### config.mk
export PLATFORM = sky130hd
export DESIGN_NAME = sysex_nibble_dump_framer_unit
export DESIGN_NICKNAME = d
export VERILOG_FILES = /design/src/hdl/sndf_pkg.sv /design/src/hdl/sysex_nibble_dump_framer_unit.sv
export SDC_FILE = /design/constraint.sdc
export NUM_CORES = 1
export LEC_CHECK = 0
export BUFFER_PORTS_ARGS = -buffer_cell sky130_fd_sc_hd__buf_2
export CAP_MARGIN = 0
export CORE_UTILIZATION = 50
export CTS_CLUSTER_DIAMETER = 200
export DETAILED_ROUTE_END_ITERATION = 10
export PLACE_DENSITY_LB_ADDON = 0.15
export SLEW_MARGIN = 20
export SYNTH_ARGS = -nofsm -noshare
export SYNTH_HDL_FRONTEND = slang
export SYNTH_SLANG_ARGS = --single-unit
### constraint.sdc
create_clock -name clock -period 2.6 [get_ports clock]
set_input_delay 0.13 -clock clock [delete_from_list [all_inputs] [get_ports clock]]
set_output_delay 0.13 -clock clock [all_outputs]
set_load 0.02 [all_outputs]
### src/hdl/sndf_pkg.sv
package sndf_pkg;

   localparam int ADDR_W = 5;
   localparam int DATA_W = 32;

   localparam logic [7:0] SX_START = 8'hF0;
   localparam logic [7:0] SX_END   = 8'hF7;

   localparam logic [6:0] MFR_RESET       = 7'd16;
   localparam logic [6:0] DEV_RESET       = 7'd6;
   localparam logic [6:0] OP_PATCH_RESET  = 7'd1;
   localparam logic [6:0] OP_EDIT_RESET   = 7'd13;
   localparam logic [6:0] OP_MASTER_RESET = 7'd3;

   // register index, paddr[4:2]
   localparam logic [2:0] REG_MFR       = 3'd0;
   localparam logic [2:0] REG_DEV       = 3'd1;
   localparam logic [2:0] REG_OP_PATCH  = 3'd2;
   localparam logic [2:0] REG_OP_EDIT   = 3'd3;
   localparam logic [2:0] REG_OP_MASTER = 3'd4;

   localparam logic [1:0] KIND_PATCH  = 2'd0;
   localparam logic [1:0] KIND_EDIT   = 2'd1;
   localparam logic [1:0] KIND_MASTER = 2'd2;

   typedef logic [3:0] step_type;

   // position of each byte within the framed message
   localparam step_type STEP_START = 4'd0;
   localparam step_type STEP_MFR   = 4'd1;
   localparam step_type STEP_DEV   = 4'd2;
   localparam step_type STEP_OP    = 4'd3;
   localparam step_type STEP_HDR   = 4'd4;
   localparam step_type STEP_LOW   = 4'd5;
   localparam step_type STEP_HIGH  = 4'd6;
   localparam step_type STEP_SUM   = 4'd7;
   localparam step_type STEP_END   = 4'd8;

endpackage

### src/hdl/sysex_nibble_dump_framer_unit.sv
// channel | direction | handshake           | payload
// req     | in        | req_valid/req_stall | data_byte, first_byte, last_byte, kind, header
// rsp     | out       | rsp_valid/rsp_stall | out_byte, end_of_message
// csr     | in/out    | APB, pready high    | five 7-bit registers at 4*i
//
// One result byte leaves the output register per cycle while rsp is not stalled; an item
// yields 2 to 9 bytes (2 per plain data byte, 7 with a header, 4 with the closing checksum).
// The next item is taken in the cycle its predecessor issues its final byte. Reset
// (synchronous) restores the registers and clears the sum.
// A stalled rsp holds the output register and keeps req_stall high while an item is in
// progress; an idle unit still takes one item.
module sysex_nibble_dump_framer_unit (
   input  logic                       clock,
   input  logic                       reset,
   input  logic                       req_valid,
   output logic                       req_stall,
   input  logic [7:0]                 req_data_byte,
   input  logic                       req_first_byte,
   input  logic                       req_last_byte,
   input  logic [1:0]                 req_message_kind,
   input  logic [7:0]                 req_header_value,
   output logic                       rsp_valid,
   input  logic                       rsp_stall,
   output logic [7:0]                 rsp_out_byte,
   output logic                       rsp_end_of_message,
   input  logic                       psel,
   input  logic                       penable,
   input  logic                       pwrite,
   input  logic [sndf_pkg::ADDR_W-1:0] paddr,
   input  logic [sndf_pkg::DATA_W-1:0] pwdata,
   output logic [sndf_pkg::DATA_W-1:0] prdata,
   output logic                       pready
);
   import sndf_pkg::*;

   logic [6:0] mfr_ff, dev_ff, op_patch_ff, op_edit_ff, op_master_ff;
   logic       cfg_wr;
   logic [2:0] cfg_idx;

   logic       busy_ff, busy_in;
   step_type   step_ff, step_in;
   logic [7:0] data_ff, hval_ff;
   logic       last_ff;
   logic [1:0] kind_ff;
   logic [6:0] csum_ff;
   logic [6:0] sum_ff, sum_in;

   logic       rsp_valid_ff, rsp_valid_in;
   logic [7:0] rsp_byte_ff;
   logic       rsp_eom_ff;

   logic       req_acc, out_free, load, done;
   step_type   step_last;
   logic [7:0] cur_byte, op_byte;

   // configuration port
   assign pready  = 1'b1;
   assign cfg_idx = paddr[ADDR_W-1:2];
   assign cfg_wr  = psel && penable && pwrite && pready;

   always_ff @(posedge clock) begin
      if (reset) begin
         mfr_ff       <= MFR_RESET;
         dev_ff       <= DEV_RESET;
         op_patch_ff  <= OP_PATCH_RESET;
         op_edit_ff   <= OP_EDIT_RESET;
         op_master_ff <= OP_MASTER_RESET;
      end else if (cfg_wr) begin
         unique case (cfg_idx)
            REG_MFR:       mfr_ff       <= pwdata[6:0];
            REG_DEV:       dev_ff       <= pwdata[6:0];
            REG_OP_PATCH:  op_patch_ff  <= pwdata[6:0];
            REG_OP_EDIT:   op_edit_ff   <= pwdata[6:0];
            REG_OP_MASTER: op_master_ff <= pwdata[6:0];
            default: ;
         endcase
      end
   end

   always_comb begin
      unique case (cfg_idx)
         REG_MFR:       prdata = {{(DATA_W-7){1'b0}}, mfr_ff};
         REG_DEV:       prdata = {{(DATA_W-7){1'b0}}, dev_ff};
         REG_OP_PATCH:  prdata = {{(DATA_W-7){1'b0}}, op_patch_ff};
         REG_OP_EDIT:   prdata = {{(DATA_W-7){1'b0}}, op_edit_ff};
         REG_OP_MASTER: prdata = {{(DATA_W-7){1'b0}}, op_master_ff};
         default:       prdata = '0;
      endcase
   end

   // handshake
   assign out_free  = !rsp_valid_ff || !rsp_stall;
   assign step_last = last_ff ? STEP_END : STEP_HIGH;
   assign load      = busy_ff && out_free;
   assign done      = load && (step_ff == step_last);
   assign req_stall = busy_ff && !done;
   assign req_acc   = req_valid && !req_stall;

   // byte selection for the current step
   always_comb begin
      case (kind_ff)
         KIND_PATCH: op_byte = {1'b0, op_patch_ff};
         KIND_EDIT:  op_byte = {1'b0, op_edit_ff};
         default:    op_byte = {1'b0, op_master_ff};
      endcase
   end

   always_comb begin
      unique case (step_ff)
         STEP_START: cur_byte = SX_START;
         STEP_MFR:   cur_byte = {1'b0, mfr_ff};
         STEP_DEV:   cur_byte = {1'b0, dev_ff};
         STEP_OP:    cur_byte = op_byte;
         STEP_HDR:   cur_byte = (kind_ff == KIND_EDIT) ? 8'h00 : hval_ff;
         STEP_LOW:   cur_byte = {4'h0, data_ff[3:0]};
         STEP_HIGH:  cur_byte = {4'h0, data_ff[7:4]};
         STEP_SUM:   cur_byte = {1'b0, csum_ff};
         STEP_END:   cur_byte = SX_END;
         default:    cur_byte = 8'h00;
      endcase
   end

   always_comb begin
      busy_in = busy_ff;
      step_in = step_ff;
      sum_in  = sum_ff;
      if (load) begin
         step_in = step_ff + 4'd1;
      end
      if (done) begin
         busy_in = 1'b0;
      end
      if (req_acc) begin
         busy_in = 1'b1;
         step_in = req_first_byte ? STEP_START : STEP_LOW;
         sum_in  = (req_first_byte ? 7'd0 : sum_ff) + req_data_byte[6:0];
      end
      rsp_valid_in = load ? 1'b1 : (rsp_valid_ff && rsp_stall);
   end

   always_ff @(posedge clock) begin
      if (reset) begin
         busy_ff      <= 1'b0;
         step_ff      <= STEP_START;
         sum_ff       <= 7'd0;
         rsp_valid_ff <= 1'b0;
      end else begin
         busy_ff      <= busy_in;
         step_ff      <= step_in;
         sum_ff       <= sum_in;
         rsp_valid_ff <= rsp_valid_in;
      end
   end

   always_ff @(posedge clock) begin
      if (req_acc) begin
         data_ff <= req_data_byte;
         last_ff <= req_last_byte;
         kind_ff <= req_message_kind;
         hval_ff <= req_header_value;
         csum_ff <= sum_in;
      end
      if (load) begin
         rsp_byte_ff <= cur_byte;
         rsp_eom_ff  <= (step_ff == STEP_END);
      end
   end

   assign rsp_valid          = rsp_valid_ff;
   assign rsp_out_byte       = rsp_byte_ff;
   assign rsp_end_of_message = rsp_eom_ff;

   a_eom_byte: assert property (@(posedge clock) disable iff (reset)
      rsp_valid_ff && rsp_eom_ff |-> rsp_byte_ff == SX_END)
      else $error("end of message on a byte other than the end byte");

   a_step_range: assert property (@(posedge clock) disable iff (reset)
      busy_ff |-> step_ff <= step_last)
      else $error("step beyond the item's final byte");

   a_acc_busy: assert property (@(posedge clock) disable iff (reset)
      req_acc |=> busy_ff)
      else $error("accepted item not held");

   a_no_lost_byte: assert property (@(posedge clock) disable iff (reset)
      rsp_valid_ff && rsp_stall |=> rsp_valid_ff && $stable(rsp_byte_ff))
      else $error("stalled result overwritten");

endmodule

== After elaboration in Yosys (flattened, before gate mapping) ==
Cells that the tools add are included.

* Register bits: 83
* Input port bits: 64
* Output and inout port bits: 44
* Logic and storage cells: 67

* Add/sub/neg operators: 2
* Eq/ne operators: 14
* Muxes and demuxes: 13
* Reductions and logical operators: 22

{| class="wikitable"
|+ Operators by type and width
! kind !! count
|-
| one-hot mux 8 bit (9 select lines) || 1
|-
| one-hot mux 7 bit (5 select lines) || 1
|-
| == test 4 x 3 -> 1 bit (second input constant) || 4
|-
| 2-to-1 mux 7 bit || 2
|-
| one-hot mux 7 bit (2 select lines) || 1
|-
| 2-to-1 mux 4 bit || 3
|-
| AND reduction 2 bit || 5
|-
| == test 4 x 2 -> 1 bit (second input constant) || 2
|-
| 2-to-1 mux 8 bit || 1
|-
| adder 7 bit || 1
|-
| logical AND 1 bit || 7
|-
| == test 3 x 2 -> 1 bit (second input constant) || 2
|-
| adder 4 x 1 -> 4 bit (second input constant) || 1
|-
| == test 4 x 1 -> 1 bit (second input constant) || 1
|-
| == test 4 bit || 1
|-
| == test 4 bit (second input constant) || 1
|-
| zero test 1 bit || 4
|-
| zero test 4 bit || 1
|-
| nonzero test 2 bit || 2
|-
| == test 3 x 1 -> 1 bit (second input constant) || 1
|-
| == test 3 bit (second input constant) || 1
|-
| zero test 3 bit || 1
|-
| 2-to-1 mux 1 bit || 3
|-
| 2-to-1 mux 3 bit || 1
|-
| other kinds (3) || 3
|}

== Longest topological paths before layout ==
Gate-level depths: netlist (run 1).

* Depth after elaboration: 9
* Depth in mapped cells: 7
* Gate-level depth less buffers: 7

== Worst setup path after synthesis (run 1) ==
OpenSTA, ideal clock, no wires.

* Kind: reg-to-reg
* From: register rsp_valid_ff (netlist: rsp_valid)
* To: register csum_ff[6] (data pin)
* Setup time: 286 ps
* Arrival time: 1,883 ps
* Data required time: 2,314 ps
* Path slack: 431 ps
* Cell stages (with the launch flop): 5
* Buffers on the path: 0
* Period minus slack after synthesis: 2,169 ps
* Cells stage by stage: dfxtp_1 a21boi_2 o2111ai_2 nand2_2 a31oi_1

* Word-level cells in the longest chain between the ends: 9

{| class="wikitable"
|+ RTL lines
! what !! RTL line !! RTL
|-
| from (decl) || sysex_nibble_dump_framer_unit.sv:48 || <nowiki>logic rsp_valid_ff, rsp_valid_in;</nowiki>
|-
| from (signal assigned) || sysex_nibble_dump_framer_unit.sv:151 || <nowiki>rsp_valid_ff <= rsp_valid_in;</nowiki>
|-
| zero test 1 bit || sysex_nibble_dump_framer_unit.sv:92 || <nowiki>assign out_free = !rsp_valid_ff || !rsp_stall;</nowiki>
|-
| logical OR 1 bit || sysex_nibble_dump_framer_unit.sv:92 ||
|-
| logical AND 1 bit || sysex_nibble_dump_framer_unit.sv:94 || <nowiki>assign load = busy_ff && out_free;</nowiki>
|-
| named net load || sysex_nibble_dump_framer_unit.sv:52 || <nowiki>logic req_acc, out_free, load, done;</nowiki>
|-
| logical AND 1 bit || sysex_nibble_dump_framer_unit.sv:95 || <nowiki>assign done = load && (step_ff == step_last);</nowiki>
|-
| zero test 1 bit || sysex_nibble_dump_framer_unit.sv:96 || <nowiki>assign req_stall = busy_ff && !done;</nowiki>
|-
| logical AND 1 bit || sysex_nibble_dump_framer_unit.sv:96 ||
|-
| zero test 1 bit || sysex_nibble_dump_framer_unit.sv:97 || <nowiki>assign req_acc = req_valid && !req_stall;</nowiki>
|-
| logical AND 1 bit || sysex_nibble_dump_framer_unit.sv:97 ||
|-
| 2-to-1 mux 7 bit || sysex_nibble_dump_framer_unit.sv:133 || <nowiki>if (req_acc) begin</nowiki>
|-
| named net sum_in[6] || sysex_nibble_dump_framer_unit.sv:46 || <nowiki>logic [6:0] sum_ff, sum_in;</nowiki>
|-
| to (signal assigned) || sysex_nibble_dump_framer_unit.sv:161 || <nowiki>csum_ff <= sum_in;</nowiki>
|-
| to (decl) || sysex_nibble_dump_framer_unit.sv:45 || <nowiki>logic [6:0] csum_ff;</nowiki>
|}

The timed path passes the listed nets, and every way through them passes these cells.
A chain may end at the register's enable or synchronous reset.

== Worst setup path after layout (run 1) ==
* From: register step_ff[0]
* To: register rsp_byte_ff[0] (netlist: rsp_out_byte[0]) (data pin)

* Word-level cells in the longest chain between the ends: 2
* Elaborated cells between the ends (all ways): 10
* Those cells by class: eq/ne: 8; mux: 1; reduce/logical: 1

{| class="wikitable"
|+ RTL lines
! what !! RTL line !! RTL
|-
| from (decl) || sysex_nibble_dump_framer_unit.sv:41 || <nowiki>step_type step_ff, step_in;</nowiki>
|-
| from (signal assigned) || sysex_nibble_dump_framer_unit.sv:149 || <nowiki>step_ff <= step_in;</nowiki>
|-
| == test 4 bit (tied with other cells) || sysex_nibble_dump_framer_unit.sv:109 || <nowiki>unique case (step_ff)</nowiki>
|-
| one-hot mux 8 bit (9 select lines) * || sysex_nibble_dump_framer_unit.sv:109 ||
|-
| named net cur_byte[0] || sysex_nibble_dump_framer_unit.sv:54 || <nowiki>logic [7:0] cur_byte, op_byte;</nowiki>
|-
| to (signal assigned) || sysex_nibble_dump_framer_unit.sv:164 || <nowiki>rsp_byte_ff <= cur_byte;</nowiki>
|-
| to (decl) || sysex_nibble_dump_framer_unit.sv:49 || <nowiki>logic [7:0] rsp_byte_ff;</nowiki>
|}

The timed path passes the listed nets; every way through them passes the cells marked *.

==> results of run 1 <==
## flip-flops by register name, indices dropped and copies added (netlist names)
register,cells
step_ff,4
mfr_ff,7
data_ff,8
busy_ff,1
rsp_out_byte,8
rsp_valid,1
csum_ff,7
op_edit_ff,7
op_patch_ff,7
rsp_end_of_message,1
dev_ff,7
hval_ff,8
kind_ff,2
sum_ff,7
last_ff,1
op_master_ff,7
## synthesized netlist by cell type, types with 3 or more instances
cell / count
nor3b_1: 4
nand3_1: 6
buf_2: 5
a22oi_1: 8
inv_1: 11
o21ai_0: 18
nor2_1: 45
dfxtp_1: 48
a31oi_1: 5
mux2i_1: 37
nor2b_1: 14
a221oi_1: 3
nor3_1: 6
edfxtp_1: 35
ha_1: 10
a211o_1: 10
a21oi_1: 28
clkbuf_1: 14
nand2_1: 40
o22ai_1: 7
nand2b_1: 3
nand3b_1: 4
o211ai_1: 7
buf_4: 27
xor2_1: 3
a311oi_1: 4
## worst paths after layout
check	slack [ps]	endpoint	start	depth (start not counted)
min reg2reg	500	sum_ff[4]	sum_ff[4]	2
min	20	data_ff[1]	req_data_byte[1]	1
max	420	rsp_out_byte[0]	step_ff[0]	6
max reg2reg	420	rsp_out_byte[0]	step_ff[0]	6
## through the flow
stage | area [µm²] | worst slack (ps) | utilization [%]
finish | 4980 | 423 | 60.0
global route | 4980 | 301 | 60.0
CTS | 4980 | 489 | 60.0
detailed placement | 4610 | 510 | 55.6
global placement | 4610 | 559 | 55.6
floorplan | 4430 | 431 | -
## layer usage
metal  share of wire [%]  track usage [%]  up-vias
li1                    -                -     1693
met1                  47             31.0     1604
met2                  46             35.8       94
met3                 5.1             6.06       15
met4                 2.0             7.07        0
met5                   0                0        -
## cell families (layout without fill, tap and decap cells)
kind of cell | Yosys count | in the layout | synth area share (%)
DFF | 83 | 83 | 46.4
AOI/OAI and AO/OA | 109 | 109 | 17.1
xor gates and xnor gates | 5 | 5 | 1.01
other | 2 | 26 | 0.173
muxes | 37 | 37 | 8.54
buffers and inverters | 59 | 107 | 7.58
and+or+nand+nor | 135 | 135 | 15.9
adders and majority gates | 11 | 11 | 3.34
## critical path: cells and delay by family, from the launching register on
family / cells / cell delay [ps]
AOI/OAI and AO/OA: 3 / 880
adders and majority gates: 1 / 380
DFF: 1 / 430
buffers and inverters: 1 / 160
and+or+nand+nor: 1 / 80
## what timing repair did
action	4_1_cts	5_1_grt
endpoints found under the hold margin	18	0
hold buffers	18	0
setup buffers	0	0
setup endpoints to repair	0	0
## cells in the final DEF (no fill, tap or decap), drive strengths merged, types with 5 or more instances in the layout
master / instances
mux2i: 37
buf: 61
clkbuf: 12
o22ai: 7
edfxtp: 35
nor2b: 14
o21ai: 18
ha: 10
conb: 26
a211o: 10
o211ai: 7
nand2: 41
dlygate4sd3: 18
nor3: 8
dfxtp: 48
inv: 12
nor2: 45
nand3: 7
a31oi: 5
a21oi: 28
a22oi: 8
## power by group
part | switching, mW | internal [mW]
Combinational | 0.255 | 0.150
Clock | 0.459 | 0.427
Sequential | 0.0321 | 1.42
## layout make-up
cell class	instances	area, µm²	area share, %
Multi-Input combinational cell	323	2090	41.9
Sequential cell	83	2010	40.4
Timing Repair Buffer	79	515	10.3
Clock buffer	12	166	3.34
Tap cell	105	131	2.64
Inverter	12	45.0	0.904
Clock inverter	4	22.5	0.452
==> results by stage, run 1 <==
Global routing:
- After global routing the overflow that remains totals 0.
- The initial antenna violation count is 0.
- Across every metal layer, demand over resource in global routing totals 23.0%.
- The number of global-route vias before repair is 3262.
- The maximum number of pins on one net before global-route repair is 50.
- The first global-routing pass estimated 15700 µm of wire.

Timing:
- The number of pins with negative max-slew slack in the final report came to 0.
- After layout, the minimum clock period comes to 2180 ps.
- The worst slew margin relative to its limit is 42.3%.
- The worst path uses 83.7% of the clock period.
- The hold violation count in the final report is 0.
- Setup repair after global routing left no endpoint under its margin.
- Across the routed clock network, the largest skew measured is 4.27 ps.
- The slew at the pin closest to its max-slew limit is 866 ps.
- Setup violations remaining at the end of the flow were counted as 0.
- Setup total negative slack on the finished layout was measured at 0 ps.
- The achievable frequency is 459 MHz.
- The final worst hold slack is 22.9 ps.

Layout:
- The fraction of layout cells with a size suffix above 1 is 16.8%.
- The area added between synthesis and finish is 14.8%.
- For this run, the post-layout net count is 583.
- Fill cells in the final layout number 712.
- The number of antenna cells inserted is 0.
- The finished layout holds 618 standard cells, fillers aside.

Synthesis:
- The post-synthesis cell type with the largest combined area is edfxtp_1.
- In the synthesized netlist the async set-or-reset flop fraction comes to 0%.
- The synthesized area is 4340 µm².
- The gate count of the mapped netlist is 441.
- After synthesis the netlist holds a flip-flop and latch count of 83.
- Each instance of the synthesized netlist takes up on average 9.84 µm².
- Yosys mapped a number of flops with a built-in enable equal to 35.
- The share of the synthesized area in the top cell type is 24.2%.
- The most used flip-flop cell after synthesis is dfxtp_1.
- For this run, the number of Yosys warnings is 0.
- The number of distinct library cell variants in the gate-level netlist after synthesis is 56.
- Ranked by total cell area, the synthesized netlist is headed by edfxtp_1 24%, dfxtp_1 22%, mux2i_1 8.5%, buf_4 4.7%, nor2_1 3.9%.
- The sequential fraction of the synthesis area is 46.4%.

CTS:
- CTS placed an instance of clkbuf_8 at the clock tree root.
- The number of levels the H-tree was split into is 3.
- After clock tree synthesis, the repair step resized 0 gates.
- The later pin in the worst-skew pair is clocked with a latency of 360 ps.
- The clock sink count is 83.
- After clock tree synthesis, the clock-pin slew on the worst setup and hold paths is 80 ps.
- The number of buffers on the longest clock path is 2.
- Clock tree synthesis inserted a total of 9 buffers.
- The CTS tree is done.

Route:
- The remaining antenna violation count after routing is 0.
- Summed over all layers, the routed wires come to 9750 µm.
- Detailed routing inserted a total of 3406 vias.
- For this block, the initial DRC count from the detailed router was 221.
- In the final routed layout, each cell accounts on average for 15.8 µm.
- The count of unresolved DRC violations after routing is 0.
- Using the TritonRoute via totals, the vias-per-cell ratio works out to 5.51.
- The first TritonRoute pass finished after 5 iterations.

Die:
- The number of cell rows is 33.
- In this run the horizontal extent of the chip is 95.2 µm.
- Once the floorplan was initialized, standard cells occupied 52.3% of the core.
- The die is 95.2 µm tall.
- 108 I/O pins were placed.
- The floorplan die area is 9050 µm².
- The total core area is 8300 µm².

Worst setup path:
- STA puts the critical path data arrival time at 2290 ps.
- The setup path with the least slack is of type flip-flop to flip-flop.
- At the worst endpoint, the required time is 2710 ps.
- In this run the worst path has a maximum fanout of 11.
- Traced cell by cell, the critical path runs through inv_1 -> ha_1 -> a221oi_1 -> o32ai_1 -> a21oi_1 -> nand2_1.
- The slowest stage of the critical path is the a221oi_1 cell.
- The worst setup path is launched from a flip-flop.
- In this design, the stage delay of the slowest critical-path cell is 500 ps.
- The endpoint kind of the worst setup timing path is a flip-flop.

Placement:
- In this run the tool buffered the top-level ports with 54 buffer cells.
- The final HPWL from detailed placement is 7040 µm.
- The final weighted congestion in routability-driven placement is 0.853.
- The number of placed instances, taps included, is 584.

Pwr:
- The analysis attributes to cell leakage a power of 2.07 nW.
- Power spread over the standard cell area amounts to 552 nW/µm².
- The completed layout was analyzed and its total power is 2.75 mW.
- The largest voltage drop on the vdd net is 0.350 mV.

Worst hold path:
- The path class of the tightest hold or removal check is primary input to flip-flop.

Run status:
- The flow ran to the end, and the final reports show no timing, DRC or antenna violations.

Flow run:
- Max-cap violations in this run came to 0.
Power figures use the tool's default switching activity.
==> run 2, diff against run 1 <==
==> constraint.sdc (replaced) <==
create_clock -name clock -period 2.2 [get_ports clock]
set_input_delay 0.11 -clock clock [delete_from_list [all_inputs] [get_ports clock]]
set_output_delay 0.11 -clock clock [all_outputs]
set_load 0.02 [all_outputs]
==> results by stage, run 2 (same netlist as run 1, synthesis figures left out) <==
Placement:
- The final weighted congestion in routability-driven placement came to 0.844 (-1.1%).
- The number of input and output port buffers inserted came to 54 (unchanged).
- The final HPWL from detailed placement is 7210 µm (+2.4%).

CTS:
- The insertion delay of the later-clocked pin in the worst-skew pair is 350 ps (about the same).
- The post-CTS repair timing setup buffer count was 0 (unchanged).
- The clock-pin slew on the worst setup and hold paths came to 80 ps (about the same).
- The clock sink count is 83 (unchanged).
- The number of buffers on the longest clock path came to 2 (unchanged).
- The number of levels the H-tree was split into is 3 (unchanged).
- The root buffer cell is clkbuf_8.
- The number of buffers added by the clock tree synthesis step is 9 (unchanged).
- The number of instances resized during post-cts repair is 0 (unchanged).
- The CTS tree is done.

Timing:
- The number of pins with negative max-slew slack in the final report was 0 (unchanged).
- The post-route fraction of the period consumed by the critical path came to 93.0% (+9.2 points).
- The achievable frequency is 489 MHz (+6.5%).
- Setup repair after global routing could not meet its margin everywhere.
- The minimum period implied by the final worst setup slack came to 2050 ps (-132 ps).
- The worst setup skew after layout came to 5.18 ps (+0.914 ps).
- The slew at the pin closest to its max-slew limit is 912 ps (+46.1 ps).
- The hold violation count in the final report is 0 (unchanged).
- The setup-violating endpoint count in the final report is 0 (unchanged).
- The total negative slack is 0 ps (unchanged).
- The worst slew margin relative to its limit is 39.2% (-3.1 points).

Worst setup path:
- The slowest cell on the critical path is fa_1.
- The endpoint kind of the worst setup timing path is a flip-flop.
- The largest stage delay on the critical path is 430 ps (-70 ps).
- The startpoint-to-endpoint class of the critical path is flip-flop to flip-flop.
- The required time at the endpoint of the critical path is 2300 ps (-410 ps).
- The critical path launch point type is a flip-flop.
- The sum of buffers and inverters on the critical path is 0 (-1).
- The arrival time of the worst setup path is 2140 ps (-150 ps).
- On the critical path the largest part of the delay comes from adder cells.
- The maximum fanout count along the critical path is 3 (-8).
- The signal on the critical path passes through nor2b_1 -> ha_1 -> fa_1 -> a21o_1 -> a211o_1 -> o211ai_1 -> nand2_1.

Layout:
- The area occupied by multi-input gates is 2090 µm² (unchanged).
- The final-stage net count is 586 (+0.51%).
- The number of inserted filler cells in the final layout is 720 (+1.1%).
- The most common library cell in the layout ignoring fill and taps is buf_2.
- In the layout the commonest cells are 54 x buf_2, 48 x dfxtp_1, 45 x nor2_1.
- The fraction of layout cells with a size suffix above 1 is 17.2% (+0.48 points).
- The number of antenna cells inserted came to 0 (unchanged).
- The area growth from synthesis to layout is 15.6%.
- The footprint of the flip-flops and latches was 2010 µm² (unchanged).
- The end-of-flow core utilization is 60.5% (+0.44 points).

Die:
- The overall die height came to 95.2 µm (unchanged).
- The floorplan die area is 9050 µm² (unchanged).
- The total core area came to 8300 µm² (unchanged).
- The effective utilization at floorplan was 52.3% (unchanged).
- The x dimension of the die is 95.2 µm (unchanged).
- The number of top-level pins came to 108 (unchanged).
- The number of cell rows is 33 (unchanged).

Route:
- The remaining antenna violation count after routing is 0 (unchanged).
- The starting DRC count in detailed routing is 207 (-6.3%).
- The average wire length per cell after detail routing came to 15.9 µm (+0.71%).
- The number of detailed-route iterations in the first pass was 4 (-1).
- The via-per-instance ratio is 5.52 (+0.13%).
- The via count of the routed design is 3427 (+0.62%).
- The count of unresolved DRC violations after routing is 0 (unchanged).
- The aggregate routed wire length is 9860 µm (+1.2%).

Pwr:
- The largest voltage drop on the vdd net is 0.354 mV (+1.4%).
- The leakage power of the design was 2.08 nW (+0.43%).
- The power density over the cells is 659 nW/µm² (+19%).

Run status:
- The run finished with clean final reports.

Flow run:
- The max capacitance violation total was 0 (unchanged).

Global routing:
- The number of global-route vias before repair is 3264 (+0.061%).
- The initial antenna violation count came to 0 (unchanged).
- The total grt overflow is 0 (unchanged).
- The global-route wire length before repair is 16100 µm (+2.8%).
- The total routing resource utilization after global routing is 23.6% (+0.66 points).
- The maximum number of pins on one net before global-route repair came to 50 (unchanged).

Worst hold path:
- The path class of the tightest hold or removal check is primary input to flip-flop.
[run 2: changes by cell type in the layout (fill, tap and decap cells not counted), sizes merged, moves of 2 or more]
cell	delta
buf	+2
clkbuf	-3
clkinvlp	+2
inv	+2
clkinv	-2
[run 2: tightest hold or removal path, delay by kind of cell]
kind                   cells  cell delay [ps]
buffers and inverters      1              100
AND/OR/NAND/NOR            1               70
AO/OA/AOI/OAI              1               60
[run 2: through the flow]
step                      area, µm²  std cells  power, mW  hold WS [ps]  setup WS (ps)
after floorplan                4430        465       2.09           209           30.7
after global placement         4630        586       2.20           287            213
after detailed placement       4630        586       2.21           288            174
after CTS                      5020        621       3.33          12.3            149
after global routing           5020        621       3.47          33.5          -12.2
final                          5020        621       3.31          27.6            155
[run 2: worst paths after layout]
check	slack, ps	to	cells after the start	from
setup / recovery	150	csum_ff[4]	7	sum_ff[0]
hold / removal	30	rsp_valid	3	rsp_stall
setup reg to reg	150	csum_ff[4]	7	sum_ff[0]
hold reg to reg	500	sum_ff[4]	2	sum_ff[4]
[run 2: report_power, final]
part | internal (mW) | leakage [nW] | switching (mW)
sequential | 1.68 | 0.724 | 0.0392
combinational | 0.182 | 1.27 | 0.301
clock | 0.531 | 0.0924 | 0.567
[run 2: cell type report]
cell class,instances,area share (%)
well taps,105,2.62
multi-input cells,323,41.6
flip-flops and latches,83,40.1
clock inverters,7,1.52
inverters,12,0.898
repair buffers,82,10.8
clock buffers,9,2.47
[run 2: layer usage]
layer	up-vias	track usage, %	routed length, µm	part of all wire (%)
met2	111	37.6	4660	47
li1	1697	-	-	-
met4	0	9.09	88	0.89
met5	-	0	0	0
met3	6	3.91	570	5.8
met1	1613	32.1	4540	46
[run 2: repair_timing]
item,CTS,global route
hold buffers,19,0
endpoints found under the hold margin,19,0
endpoints found under the setup margin,0,1
